<file path="src/hdl/mpbe_pkg.sv">
// shared types and constants of the multipart body extractor
`timescale 1ns / 1ps
`default_nettype none
package mpbe_pkg;

	localparam int BYTE_W   = 8;
	localparam int CFG_W    = 7;
	localparam int IDX_W    = 7;
	localparam int TOTAL_W  = 32;

	localparam logic [CFG_W-1:0] LEN_RESET = 7'd4;
	localparam logic [31:0]      SEP_WORD  = 32'h0D0A_0D0A;

	typedef enum logic [1:0] {
		KIND_START = 2'd0,
		KIND_LOAD  = 2'd1,
		KIND_DATA  = 2'd2
	} item_kind_t;

	typedef enum logic [1:0] {
		ST_SUCCESS    = 2'd0,
		ST_OVERFLOW   = 2'd1,
		ST_NO_PAYLOAD = 2'd2
	} finish_status_t;

	typedef enum logic {
		RK_PAYLOAD = 1'b0,
		RK_FINISH  = 1'b1
	} result_kind_t;

	typedef enum logic [1:0] {
		PH_HEADER  = 2'd0,
		PH_PAYLOAD = 2'd1,
		PH_DONE    = 2'd2
	} phase_t;

	typedef enum logic [2:0] {
		S_IDLE,
		S_POPRD,
		S_POPOUT,
		S_CMP,
		S_CMPEND,
		S_FINOUT
	} ctl_state_t;

	typedef struct packed {
		logic accept;
		logic pop_latch;
		logic emit_pop;
		logic cmp_issue;
		logic cmp_done;
		logic emit_fin;
	} ctl_cmd_t;

	typedef struct packed {
		logic   is_data;
		phase_t phase;
		logic   sep_hit;
		logic   cap_hit;
		logic   last;
		logic   pop_need;
		logic   cmp_able;
		logic   cmp_able_q;
		logic   last_q;
		logic   cmp_last;
		logic   match;
		logic   out_free;
	} dp_status_t;

endpackage
`default_nettype wire

</file>
<file path="src/hdl/mpbe_ram.sv">
// generic single write port ram with registered read
`timescale 1ns / 1ps
`default_nettype none
module mpbe_ram #(
	parameter int WIDTH = 8,
	parameter int DEPTH = 96
) (
	input  wire logic                     clk,
	input  wire logic                     we,
	input  wire logic [$clog2(DEPTH)-1:0] waddr,
	input  wire logic [WIDTH-1:0]         wdata,
	input  wire logic [$clog2(DEPTH)-1:0] raddr,
	output logic      [WIDTH-1:0]         rdata
);

	logic [WIDTH-1:0] mem_q [DEPTH];

	always_ff @(posedge clk) begin
		if (we) begin
			mem_q[waddr] <= wdata;
		end
		rdata <= mem_q[raddr];
	end

endmodule
`default_nettype wire

</file>
<file path="src/hdl/mpbe_ctrl.sv">
// controller state machine of the multipart body extractor
`timescale 1ns / 1ps
`default_nettype none
module mpbe_ctrl import mpbe_pkg::*; (
	input  wire logic       clk,
	input  wire logic       arst_n,
	input  wire logic       in_valid,
	output logic            in_ready,
	input  wire dp_status_t status,
	output ctl_cmd_t        cmd
);

	ctl_state_t state_q;
	ctl_state_t state_next;

	always_ff @(posedge clk or negedge arst_n) begin
		if (!arst_n) begin
			state_q <= S_IDLE;
		end else begin
			state_q <= state_next;
		end
	end

	always_comb begin
		state_next = state_q;
		case (state_q)
			S_IDLE: begin
				if (in_valid && status.is_data) begin
					if (status.phase == PH_HEADER) begin
						if (status.sep_hit ? status.last : (status.cap_hit || status.last)) begin
							state_next = S_FINOUT;
						end
					end else if (status.phase == PH_PAYLOAD) begin
						if (status.pop_need) begin
							state_next = S_POPRD;
						end else if (status.cmp_able) begin
							state_next = S_CMP;
						end else if (status.last) begin
							state_next = S_FINOUT;
						end
					end
				end
			end
			S_POPRD: begin
				state_next = S_POPOUT;
			end
			S_POPOUT: begin
				if (status.out_free) begin
					if (status.cmp_able_q) begin
						state_next = S_CMP;
					end else if (status.last_q) begin
						state_next = S_FINOUT;
					end else begin
						state_next = S_IDLE;
					end
				end
			end
			S_CMP: begin
				if (status.cmp_last) begin
					state_next = S_CMPEND;
				end
			end
			S_CMPEND: begin
				if (status.match || status.last_q) begin
					state_next = S_FINOUT;
				end else begin
					state_next = S_IDLE;
				end
			end
			S_FINOUT: begin
				if (status.out_free) begin
					state_next = S_IDLE;
				end
			end
			default: begin
				state_next = S_IDLE;
			end
		endcase
	end

	always_comb begin
		in_ready = 1'b0;
		cmd      = '0;
		case (state_q)
			S_IDLE: begin
				in_ready   = 1'b1;
				cmd.accept = in_valid;
			end
			S_POPRD: begin
				cmd.pop_latch = 1'b1;
			end
			S_POPOUT: begin
				cmd.emit_pop = status.out_free;
			end
			S_CMP: begin
				cmd.cmp_issue = 1'b1;
			end
			S_CMPEND: begin
				cmd.cmp_done = 1'b1;
			end
			S_FINOUT: begin
				cmd.emit_fin = status.out_free;
			end
			default: begin
				in_ready = 1'b0;
			end
		endcase
	end

endmodule
`default_nettype wire

</file>
<file path="src/hdl/mpbe_dp.sv">
// datapath: window buffer, delimiter table, header scan, counters and result register
`timescale 1ns / 1ps
`default_nettype none
module mpbe_dp import mpbe_pkg::*; #(
	parameter int MAX_DELIMITER = 96,
	parameter int HEADER_CAP    = 512
) (
	input  wire logic               clk,
	input  wire logic               arst_n,
	input  wire logic [1:0]         kind,
	input  wire logic [IDX_W-1:0]   table_index,
	input  wire logic [BYTE_W-1:0]  byte_value,
	input  wire logic               last_byte,
	input  wire logic               cfg_valid,
	output logic                    cfg_ready,
	input  wire logic [CFG_W-1:0]   delimiter_length,
	output logic                    out_valid,
	input  wire logic               out_ready,
	output logic                    result_kind,
	output logic [BYTE_W-1:0]       payload_byte,
	output logic [1:0]              finish_status,
	output logic                    delimiter_found,
	output logic [TOTAL_W-1:0]      payload_total,
	input  wire ctl_cmd_t           cmd,
	output dp_status_t              status
);

	localparam int AW = $clog2(MAX_DELIMITER);
	localparam int LW = $clog2(MAX_DELIMITER + 1);
	localparam int SW = LW + 1;
	localparam int CW = (LW > CFG_W) ? LW : CFG_W;
	localparam int HW = $clog2(HEADER_CAP);

	logic [CFG_W-1:0]   len_cfg_q;
	logic [AW-1:0]      head_q;
	logic [LW-1:0]      fill_q;
	logic [31:0]        last4_q;
	logic [HW-1:0]      hcnt_q;
	phase_t             phase_q;
	logic [TOTAL_W-1:0] pcount_q;
	logic [AW-1:0]      ptr_q;
	logic [AW-1:0]      idx_q;
	logic               last_q;
	logic               cmp_able_q;
	logic               ovf_q;
	logic               found_q;
	logic               mism_q;
	logic               cmp_v_s1;
	logic [BYTE_W-1:0]  pop_byte_q;
	logic               out_valid_q;
	logic               result_kind_q;
	logic [BYTE_W-1:0]  payload_byte_q;
	logic [1:0]         finish_status_q;
	logic               delimiter_found_q;
	logic [TOTAL_W-1:0] payload_total_q;

	logic [LW-1:0]      eff_len;
	logic               pop_need;
	logic [AW-1:0]      head_inc;
	logic [AW-1:0]      head_new;
	logic [LW-1:0]      fill_new;
	logic [SW-1:0]      tail_sum;
	logic [AW-1:0]      tail;
	logic               cmp_able;
	logic [SW-1:0]      base_sum;
	logic [AW-1:0]      base;
	logic [AW-1:0]      ptr_inc;
	logic [31:0]        last4_next;
	logic [HW-1:0]      hcnt_next;
	logic               sep_hit;
	logic               cap_hit;
	logic               is_start;
	logic               is_load;
	logic               is_data;
	logic               idx_ok;
	logic               out_free;
	logic               diff;
	logic               match;
	logic [TOTAL_W-1:0] pcount_inc;
	logic [BYTE_W-1:0]  win_rdata;
	logic [BYTE_W-1:0]  tbl_rdata;
	logic [AW-1:0]      win_raddr;
	logic               win_we;
	logic               tbl_we;
	finish_status_t     fin_status;

	assign cfg_ready = 1'b1;

	// length clamped to 1..MAX_DELIMITER
	always_comb begin
		if (len_cfg_q == '0) begin
			eff_len = LW'(1);
		end else if (CW'(len_cfg_q) > CW'(MAX_DELIMITER)) begin
			eff_len = LW'(MAX_DELIMITER);
		end else begin
			eff_len = LW'(CW'(len_cfg_q));
		end
	end

	assign is_start = (kind == KIND_START);
	assign is_load  = (kind == KIND_LOAD);
	assign is_data  = (kind == KIND_DATA);
	assign idx_ok   = (CW'(table_index) < CW'(MAX_DELIMITER));

	// circular window pointers
	assign pop_need = (fill_q >= eff_len);
	assign head_inc = (head_q == AW'(MAX_DELIMITER - 1)) ? '0 : head_q + AW'(1);
	assign head_new = pop_need ? head_inc : head_q;
	assign fill_new = pop_need ? fill_q : fill_q + LW'(1);
	assign tail_sum = SW'(head_q) + SW'(fill_q);
	assign tail     = (tail_sum >= SW'(MAX_DELIMITER)) ?
		AW'(tail_sum - SW'(MAX_DELIMITER)) : AW'(tail_sum);
	assign cmp_able = (fill_new >= eff_len);
	assign base_sum = SW'(head_new) + SW'(fill_new - eff_len);
	assign base     = (base_sum >= SW'(MAX_DELIMITER)) ?
		AW'(base_sum - SW'(MAX_DELIMITER)) : AW'(base_sum);
	assign ptr_inc  = (ptr_q == AW'(MAX_DELIMITER - 1)) ? '0 : ptr_q + AW'(1);

	// header separator scan
	assign last4_next = {last4_q[23:0], byte_value};
	assign hcnt_next  = hcnt_q + HW'(1);
	assign sep_hit    = (last4_next == SEP_WORD);
	assign cap_hit    = (hcnt_next >= HW'(HEADER_CAP - 1));

	assign diff       = (win_rdata != tbl_rdata);
	assign match      = !(mism_q || (cmp_v_s1 && diff));
	assign out_free   = !out_valid_q || out_ready;
	assign pcount_inc = (pcount_q == '1) ? pcount_q : pcount_q + TOTAL_W'(1);

	always_comb begin
		if (ovf_q) begin
			fin_status = ST_OVERFLOW;
		end else if (pcount_q == '0) begin
			fin_status = ST_NO_PAYLOAD;
		end else begin
			fin_status = ST_SUCCESS;
		end
	end

	assign win_raddr = cmd.cmp_issue ? ptr_q : head_q;
	assign win_we    = cmd.accept && is_data && (phase_q == PH_PAYLOAD);
	assign tbl_we    = cmd.accept && is_load && idx_ok;

	mpbe_ram #(
		.WIDTH (BYTE_W),
		.DEPTH (MAX_DELIMITER)
	) u_window (
		.clk   (clk),
		.we    (win_we),
		.waddr (tail),
		.wdata (byte_value),
		.raddr (win_raddr),
		.rdata (win_rdata)
	);

	mpbe_ram #(
		.WIDTH (BYTE_W),
		.DEPTH (MAX_DELIMITER)
	) u_delim (
		.clk   (clk),
		.we    (tbl_we),
		.waddr (AW'(table_index)),
		.wdata (byte_value),
		.raddr (idx_q),
		.rdata (tbl_rdata)
	);

	always_ff @(posedge clk or negedge arst_n) begin
		if (!arst_n) begin
			len_cfg_q   <= LEN_RESET;
			head_q      <= '0;
			fill_q      <= '0;
			last4_q     <= '0;
			hcnt_q      <= '0;
			phase_q     <= PH_HEADER;
			pcount_q    <= '0;
			last_q      <= 1'b0;
			cmp_able_q  <= 1'b0;
			ovf_q       <= 1'b0;
			found_q     <= 1'b0;
			mism_q      <= 1'b0;
			cmp_v_s1    <= 1'b0;
			out_valid_q <= 1'b0;
		end else begin
			if (cfg_valid) begin
				len_cfg_q <= delimiter_length;
			end
			cmp_v_s1 <= cmd.cmp_issue;
			if (cmp_v_s1 && diff) begin
				mism_q <= 1'b1;
			end
			if (cmd.accept && is_start) begin
				head_q   <= '0;
				fill_q   <= '0;
				last4_q  <= '0;
				hcnt_q   <= '0;
				phase_q  <= PH_HEADER;
				pcount_q <= '0;
			end
			if (cmd.accept && is_data && (phase_q == PH_HEADER)) begin
				last4_q    <= last4_next;
				hcnt_q     <= hcnt_next;
				last_q     <= last_byte;
				cmp_able_q <= 1'b0;
				found_q    <= 1'b0;
				ovf_q      <= !sep_hit && cap_hit;
				if (sep_hit) begin
					phase_q <= PH_PAYLOAD;
				end
			end
			if (win_we) begin
				head_q     <= head_new;
				fill_q     <= fill_new;
				last_q     <= last_byte;
				cmp_able_q <= cmp_able;
				found_q    <= 1'b0;
				ovf_q      <= 1'b0;
				mism_q     <= 1'b0;
			end
			if (cmd.cmp_done) begin
				found_q <= match;
			end
			if (cmd.emit_pop) begin
				pcount_q <= pcount_inc;
			end
			if (cmd.emit_fin) begin
				phase_q <= PH_DONE;
				fill_q  <= '0;
			end
			if (cmd.emit_pop || cmd.emit_fin) begin
				out_valid_q <= 1'b1;
			end else if (out_ready) begin
				out_valid_q <= 1'b0;
			end
		end
	end

	always_ff @(posedge clk) begin
		if (win_we) begin
			ptr_q <= base;
			idx_q <= '0;
		end else if (cmd.cmp_issue) begin
			ptr_q <= ptr_inc;
			idx_q <= idx_q + AW'(1);
		end
		if (cmd.pop_latch) begin
			pop_byte_q <= win_rdata;
		end
		if (cmd.emit_pop) begin
			result_kind_q     <= RK_PAYLOAD;
			payload_byte_q    <= pop_byte_q;
			finish_status_q   <= ST_SUCCESS;
			delimiter_found_q <= 1'b0;
			payload_total_q   <= pcount_inc;
		end else if (cmd.emit_fin) begin
			result_kind_q     <= RK_FINISH;
			payload_byte_q    <= '0;
			finish_status_q   <= fin_status;
			delimiter_found_q <= found_q;
			payload_total_q   <= pcount_q;
		end
	end

	assign out_valid       = out_valid_q;
	assign result_kind     = result_kind_q;
	assign payload_byte    = payload_byte_q;
	assign finish_status   = finish_status_q;
	assign delimiter_found = delimiter_found_q;
	assign payload_total   = payload_total_q;

	assign status.is_data    = is_data;
	assign status.phase      = phase_q;
	assign status.sep_hit    = sep_hit;
	assign status.cap_hit    = cap_hit;
	assign status.last       = last_byte;
	assign status.pop_need   = pop_need;
	assign status.cmp_able   = cmp_able;
	assign status.cmp_able_q = cmp_able_q;
	assign status.last_q     = last_q;
	assign status.cmp_last   = (LW'(idx_q) == eff_len - LW'(1));
	assign status.match      = match;
	assign status.out_free   = out_free;

	a_fill_bound: assert property (@(posedge clk) disable iff (!arst_n)
		fill_q <= LW'(MAX_DELIMITER))
		else $error("window fill above depth");

	a_head_bound: assert property (@(posedge clk) disable iff (!arst_n)
		SW'(head_q) < SW'(MAX_DELIMITER))
		else $error("window head out of range");

	a_emit_free: assert property (@(posedge clk) disable iff (!arst_n)
		(cmd.emit_pop || cmd.emit_fin) |-> out_free)
		else $error("result loaded over a waiting transaction");

	a_fin_done: assert property (@(posedge clk) disable iff (!arst_n)
		cmd.emit_fin |=> (phase_q == PH_DONE) && (fill_q == '0))
		else $error("finish did not close the body");

endmodule
`default_nettype wire

</file>
<file path="src/hdl/multipart_part_body_extractor_core.sv">
// top level of the multipart part body extractor
//
// channel   direction  handshake              contents
// in        input      in_valid / in_ready    kind, table_index, byte_value, last_byte
// out       output     out_valid / out_ready  result_kind, payload_byte, finish_status,
//                                             delimiter_found, payload_total
// cfg       input      cfg_valid / cfg_ready  delimiter_length
//
// start, table load, header and finished-body bytes are taken in S_IDLE, a finish result then in S_FINOUT
// a payload byte is taken in S_IDLE; when the window holds len bytes the oldest pops via
// S_POPRD and S_POPOUT, then S_CMP compares one window byte with one table byte per cycle,
// S_CMPEND ends the compare; the single read port of each ram sets the compare length
// asynchronous reset puts the body in header phase with delimiter_length 4
// a waiting output transaction holds the sequencer only when a new result must load
`timescale 1ns / 1ps
`default_nettype none
module multipart_part_body_extractor_core import mpbe_pkg::*; #(
	parameter int MAX_DELIMITER = 96,
	parameter int HEADER_CAP    = 512
) (
	input  wire logic               clk,
	input  wire logic               arst_n,
	input  wire logic               in_valid,
	output logic                    in_ready,
	input  wire logic [1:0]         kind,
	input  wire logic [IDX_W-1:0]   table_index,
	input  wire logic [BYTE_W-1:0]  byte_value,
	input  wire logic               last_byte,
	output logic                    out_valid,
	input  wire logic               out_ready,
	output logic                    result_kind,
	output logic [BYTE_W-1:0]       payload_byte,
	output logic [1:0]              finish_status,
	output logic                    delimiter_found,
	output logic [TOTAL_W-1:0]      payload_total,
	input  wire logic               cfg_valid,
	output logic                    cfg_ready,
	input  wire logic [CFG_W-1:0]   delimiter_length
);

	ctl_cmd_t   cmd;
	dp_status_t status;

	mpbe_ctrl u_ctrl (
		.clk      (clk),
		.arst_n   (arst_n),
		.in_valid (in_valid),
		.in_ready (in_ready),
		.status   (status),
		.cmd      (cmd)
	);

	mpbe_dp #(
		.MAX_DELIMITER (MAX_DELIMITER),
		.HEADER_CAP    (HEADER_CAP)
	) u_dp (
		.clk              (clk),
		.arst_n           (arst_n),
		.kind             (kind),
		.table_index      (table_index),
		.byte_value       (byte_value),
		.last_byte        (last_byte),
		.cfg_valid        (cfg_valid),
		.cfg_ready        (cfg_ready),
		.delimiter_length (delimiter_length),
		.out_valid        (out_valid),
		.out_ready        (out_ready),
		.result_kind      (result_kind),
		.payload_byte     (payload_byte),
		.finish_status    (finish_status),
		.delimiter_found  (delimiter_found),
		.payload_total    (payload_total),
		.cmd              (cmd),
		.status           (status)
	);

endmodule
`default_nettype wire
</file>
<file path="config.mk">
export PLATFORM = sky130hd
export DESIGN_NAME = multipart_part_body_extractor_core
export DESIGN_NICKNAME = d
export VERILOG_FILES = /design/src/hdl/mpbe_pkg.sv /design/src/hdl/mpbe_ram.sv /design/src/hdl/mpbe_ctrl.sv /design/src/hdl/mpbe_dp.sv /design/src/hdl/multipart_part_body_extractor_core.sv
export SDC_FILE = /design/constraint.sdc
export NUM_CORES = 2
export LEC_CHECK = 0
export CAP_MARGIN = 15
export CORE_MARGIN = 8
export CORE_UTILIZATION = 50
export DETAILED_ROUTE_END_ITERATION = 6
export DONT_BUFFER_PORTS = 1
export GPL_TIMING_DRIVEN = 0
export PLACE_DENSITY_LB_ADDON = 0.2
export SLEW_MARGIN = 10
export SYNTH_ARGS = -nofsm -noshare
export SYNTH_HDL_FRONTEND = slang
export SYNTH_SLANG_ARGS = --single-unit
</file>
<file path="constraint.sdc">
create_clock -name clk -period 12.75 [get_ports clk]
set_clock_uncertainty 0.15 [all_clocks]
set_input_delay 1.275 -clock clk [delete_from_list [all_inputs] [get_ports clk]]
set_output_delay 1.275 -clock clk [all_outputs]
set_load 0.005 [all_outputs]
</file>
==> impl_metrics.csv <==
group,metric,value,unit
global_route,grt_max_degree,195,
global_route,grt_pass1_wl,285300,µm
global_route,antenna_found_initial,5,
clocking,htree_levels,4,
clocking,cts_buffer_depth,3,
status,status,"complete, but fails checks",
drt,first_pass_iters,7,
drt,num_vias,41870,
drt,wl_per_cell,29.55,µm
setup_path,cp_slowest_cell,"a31oi_1",
yosys,synth-seq-cells,1716,
sta,fmax,150.5,MHz
power_and_ir_drop,swShare,29.21,%
setup_path,r2r_start,"u_dp.len_cfg_q[4]$_DFFE_PN0P_",
cells_and_area,design_area,78130,µm²
setup_path,cp.buffers_inverters,4,
yosys,ys.flop_type,"edfxtp_1",
power_and_ir_drop,seq_power_share,44.0,%
sta,maxSlewHeadroom,7.828,%
setup_path,cp_top_family,"compound AO/OA/AOI/OAI gates",
die,die_y,390.7,µm
clocking,clock_latency,0.81,ns
yosys,async_flop_share,5.711,%
global_route,grt.total_usage,25.83,%
power_and_ir_drop,clkPwrFrac,33.8,%
cells_and_area,nets,4832,
setup_path,crit_required,13.24,ns
die,die_w,390.7,µm
drt,vias_per_cell,6.183,
placement,dpl-instance-area,72630,µm²
sta,setup_viol,0,
yosys,synthesis.area,70210,µm²
clocking,cts_num_sinks,1716,
power_and_ir_drop,power.leakage,0.02662,µW
clocking,numCtsBuffers,170,
setup_path,path_class,"register to register",
yosys,synth_cell_types,79,
sta,slew_viol_final,0,
yosys,yosys_warnings,0,
setup_path,cp.arrival,7.13,ns
yosys,netlist_instances,4573,
power_and_ir_drop,p_comb_share,22.3,%
sta,worst_pin_slew,1.365,ns
placement,place_congestion,0.9738,
setup_path,critPathLaunch,"u_dp.len_cfg_q[4]$_DFFE_PN0P_",
global_route,grt_pass1_vias,40100,
sta,fin_crit_sh,52.12,%
sta,fin_crit,6.645,ns
yosys,synth_area_leaders,"edfxtp_1 (68%), mux4_2 (8.0%), nand2_1 (4.3%), dfrtp_1 (3.5%), nand3_1 (2.8%)",
yosys,seq_area_frac_synth,72.31,%
status,violations,"DRC",
drt,routed_wirelength,200100,µm
clocking,clock-root-buffer,"clkbuf_16",
yosys,yosys.area.top_type,"edfxtp_1",
power_and_ir_drop,intPower,10390,µW
setup_path,max_stage_delay,0.51,ns
sta,setup_tns,0,ns
drt,drt_iter0_markers,5642,
sta,finalHoldViolations,0,
die,ios,77,
power_and_ir_drop,power.density,187.8,nW/µm²
die,row_count,137,
yosys,synth_edf_count,1591,
die,die-area,152700,µm²
yosys,synth_nets,4649,
cells_and_area,num-fill-cells,11100,
setup_path,crit_chain,"clkbuf_1, or4_4, nor3_1, a21o_1, ha_1, nand2b_1, a211oi_1, o21ai_0, a31oi_1, clkbuf_1, nand2_1, xnor2_1, inv_1, fa_1, inv_1, ha_1, nor2b_1, o21a_1, o21ai_0, a21oi_1, a311oi_1, nand2_1, mux2_2, o22ai_1",
power_and_ir_drop,switchingPower,4286,µW
cells_and_area,drive_gt1_share,14.24,%
die,start_util,50.32,%
yosys,synth.top_cell.area_share,68.05,%
yosys,synth.avg_cell_area,15.35,µm²
power_and_ir_drop,ir_worst_vdd,140.9,µV
cells_and_area,area_delta_synth_final,11.29,%
flow_run,cap_violations,0,
sta,rsz0062_at_grt,"no",
setup_path,cp-start-kind,"register",
placement,dp_cells,6454,
setup_path,cp-end-kind,"register",
clocking,cts_tree,"done",
clocking,path_clk_slew,0.06,ns
cells_and_area,stdcell_count,6772,
drt,post-route-drc-count,2,
die,core,139500,µm²
cells_and_area,final_core_util,56.00,%
global_route,grt_overflow,0,
placement,portBuffers,0,
setup_path,crit_path_max_fanout,10,
drt,ant_nets,0,
placement,hpwl,130100,µm
worst_hold_path,hp-class,"input pin to asynchronous set/reset pin",
-- path summary, 6_finish.rpt --
kind | endpoint | slack [ns] | cells after the start
worst max-delay path | u_dp.ptr_q[5]$_DFFE_PP_ | 6.11 | 24
worst min-delay path | u_dp.len_cfg_q[2]$_DFFE_PN1P_ | 0.17 | 0
worst max register to register | u_dp.ptr_q[5]$_DFFE_PP_ | 6.11 | 24
worst min register to register | u_dp.last4_q[22]$_DFFE_PN0P_ | 0.35 | 1
max in group asynchronous | u_dp.last4_q[2]$_DFFE_PN0P_ | 11.78 | 1
min in group clk | u_dp.last4_q[22]$_DFFE_PN0P_ | 0.35 | 1
-- power groups by stage --
stage                     logic [µW]  clock network (µW)  registers, µW
after CTS                       3250                4980           6450
after global routing            3400                5200           6460
after floorplan                 2060                   0           6500
after global placement          3200                   0           6570
final                           3270                4960           6450
after detailed placement        3230                   0           6560
-- final cells by class --
| class | count | area [µm²] | share of cell area [%] |
|---|---|---|---|
| flip-flops and latches | 1716 | 50770 | 64.98 |
| well taps | 1876 | 2347 | 3.004 |
| plain buffers | 257 | 1297 | 1.661 |
| clock buffers | 216 | 4537 | 5.806 |
| clock inverters | 94 | 889.6 | 1.139 |
| inverters | 47 | 176.4 | 0.2258 |
| multi-input cells | 2553 | 17980 | 23.01 |
| diodes | 2 | 5.005 | 0.006405 |
| repair buffers | 11 | 133.9 | 0.1713 |
-- kinds of logic (layout without fill, tap and decap cells) --
logic type / Yosys count / in the layout / synth area share, %
DFF: 1716 / 1716 / 72.31
and+or+nand+nor: 1700 / 1700 / 10.62
AOI/OAI and AO/OA: 371 / 371 / 3.481
muxes: 359 / 359 / 9.632
buffers and inverters: 304 / 625 / 2.098
xor gates and xnor gates: 76 / 76 / 0.9481
adders and majority gates: 46 / 46 / 0.9053
other: 1 / 3 / 0.005341
-- cells in the final DEF, fill, tap and decap left out, types with 8 or more instances in the layout --
master,synthesis,final
bufinv_16,0,13
buf_2,108,111
fa_1,8,8
inv_1,47,46
buf_1,21,21
nand2_1,805,805
xor2_1,35,35
clkinv_1,0,34
dfxtp_1,27,27
nand4_1,46,46
nand3_1,397,397
clkbuf_1,83,118
a31oi_1,40,40
o21ai_1,9,9
mux4_2,248,248
dfrtp_1,97,97
edfxtp_1,1591,1591
ha_1,38,38
clkbuf_16,0,172
and2_1,14,14
nor2_1,283,283
buf_6,8,11
a21o_1,11,11
mux2i_1,86,86
nor4_1,25,25
a211oi_1,18,18
a32oi_1,19,19
o21ai_0,93,93
nand2b_1,10,10
and3_1,51,51
clkinv_2,0,28
xnor2_1,41,41
a21oi_1,70,70
a22o_1,29,29
mux2_2,19,19
buf_4,36,37
o31ai_1,18,17
nor2b_1,14,14
nor3_1,22,22
-- what timing repair did --
| action | 4_1_cts | 5_1_grt |
|---|---|---|
| setup endpoints to repair | 0 | 0 |
| endpoints found under the hold margin | 97 | 0 |
| hold buffers | 1 | 0 |
| setup buffers | 0 | 0 |
| resized for setup | 0 | 0 |
-- cells in the mapped netlist (11+ instances only) --
cell type / instances
nor4_1: 25
nand4_1: 46
a211oi_1: 18
nor2_1: 283
xnor2_1: 41
dfrtp_1: 97
clkbuf_1: 83
mux2_2: 19
a21oi_1: 70
nor3_1: 22
xor2_1: 35
a32oi_1: 19
inv_1: 47
o31ai_1: 18
edfxtp_1: 1591
mux2i_1: 86
and3_1: 51
a22o_1: 29
o21ai_0: 93
buf_1: 21
and2_1: 14
buf_4: 36
nand2_1: 805
nand3_1: 397
ha_1: 38
dfxtp_1: 27
a31oi_1: 40
mux4_2: 248
nor2b_1: 14
a21o_1: 11
buf_2: 108
-- layer usage --
layer,global-route usage [%],share of wire (%),vias to the layer above,routed length [µm]
li1,-,-,17810,-
met1,34.37,38,21110,75820
met2,41.10,47,2425,93980
met3,5.305,9.8,526,19590
met4,12.19,5.4,2,10730
met5,0,0.0065,-,13
-- flip-flops by register name, indices dropped and copies added (netlist names), 2 cells and up --
register and flops:
u_dp.head_q 7, u_dp.len_cfg_q 7, u_dp.u_delim.mem_q 768, u_dp.idx_q 7
u_dp.payload_total 32, u_dp.phase_q 2, u_dp.ptr_q 7, u_dp.u_delim.rdata 8
u_dp.fill_q 7, u_dp.payload_byte 8, u_dp.pop_byte_q 8, u_dp.finish_status 2
u_dp.u_window.mem_q 768, u_dp.hcnt_q 9, u_dp.u_window.rdata 8, u_ctrl.state_q 3
u_dp.last4_q 24, u_dp.pcount_q 32
-- through the flow --
step                power [µW]  setup WS, ns  hold WS, ns
floorplan                 8564         7.285       0.2777
global placement          9770         6.206       0.3288
detailed placement        9796         6.065       0.3385
CTS                      14670         6.047       0.1202
global route             15060         5.481       0.1294
finish                   14670         6.105       0.1724
No activity file was read; power rests on OpenSTA's default activity.
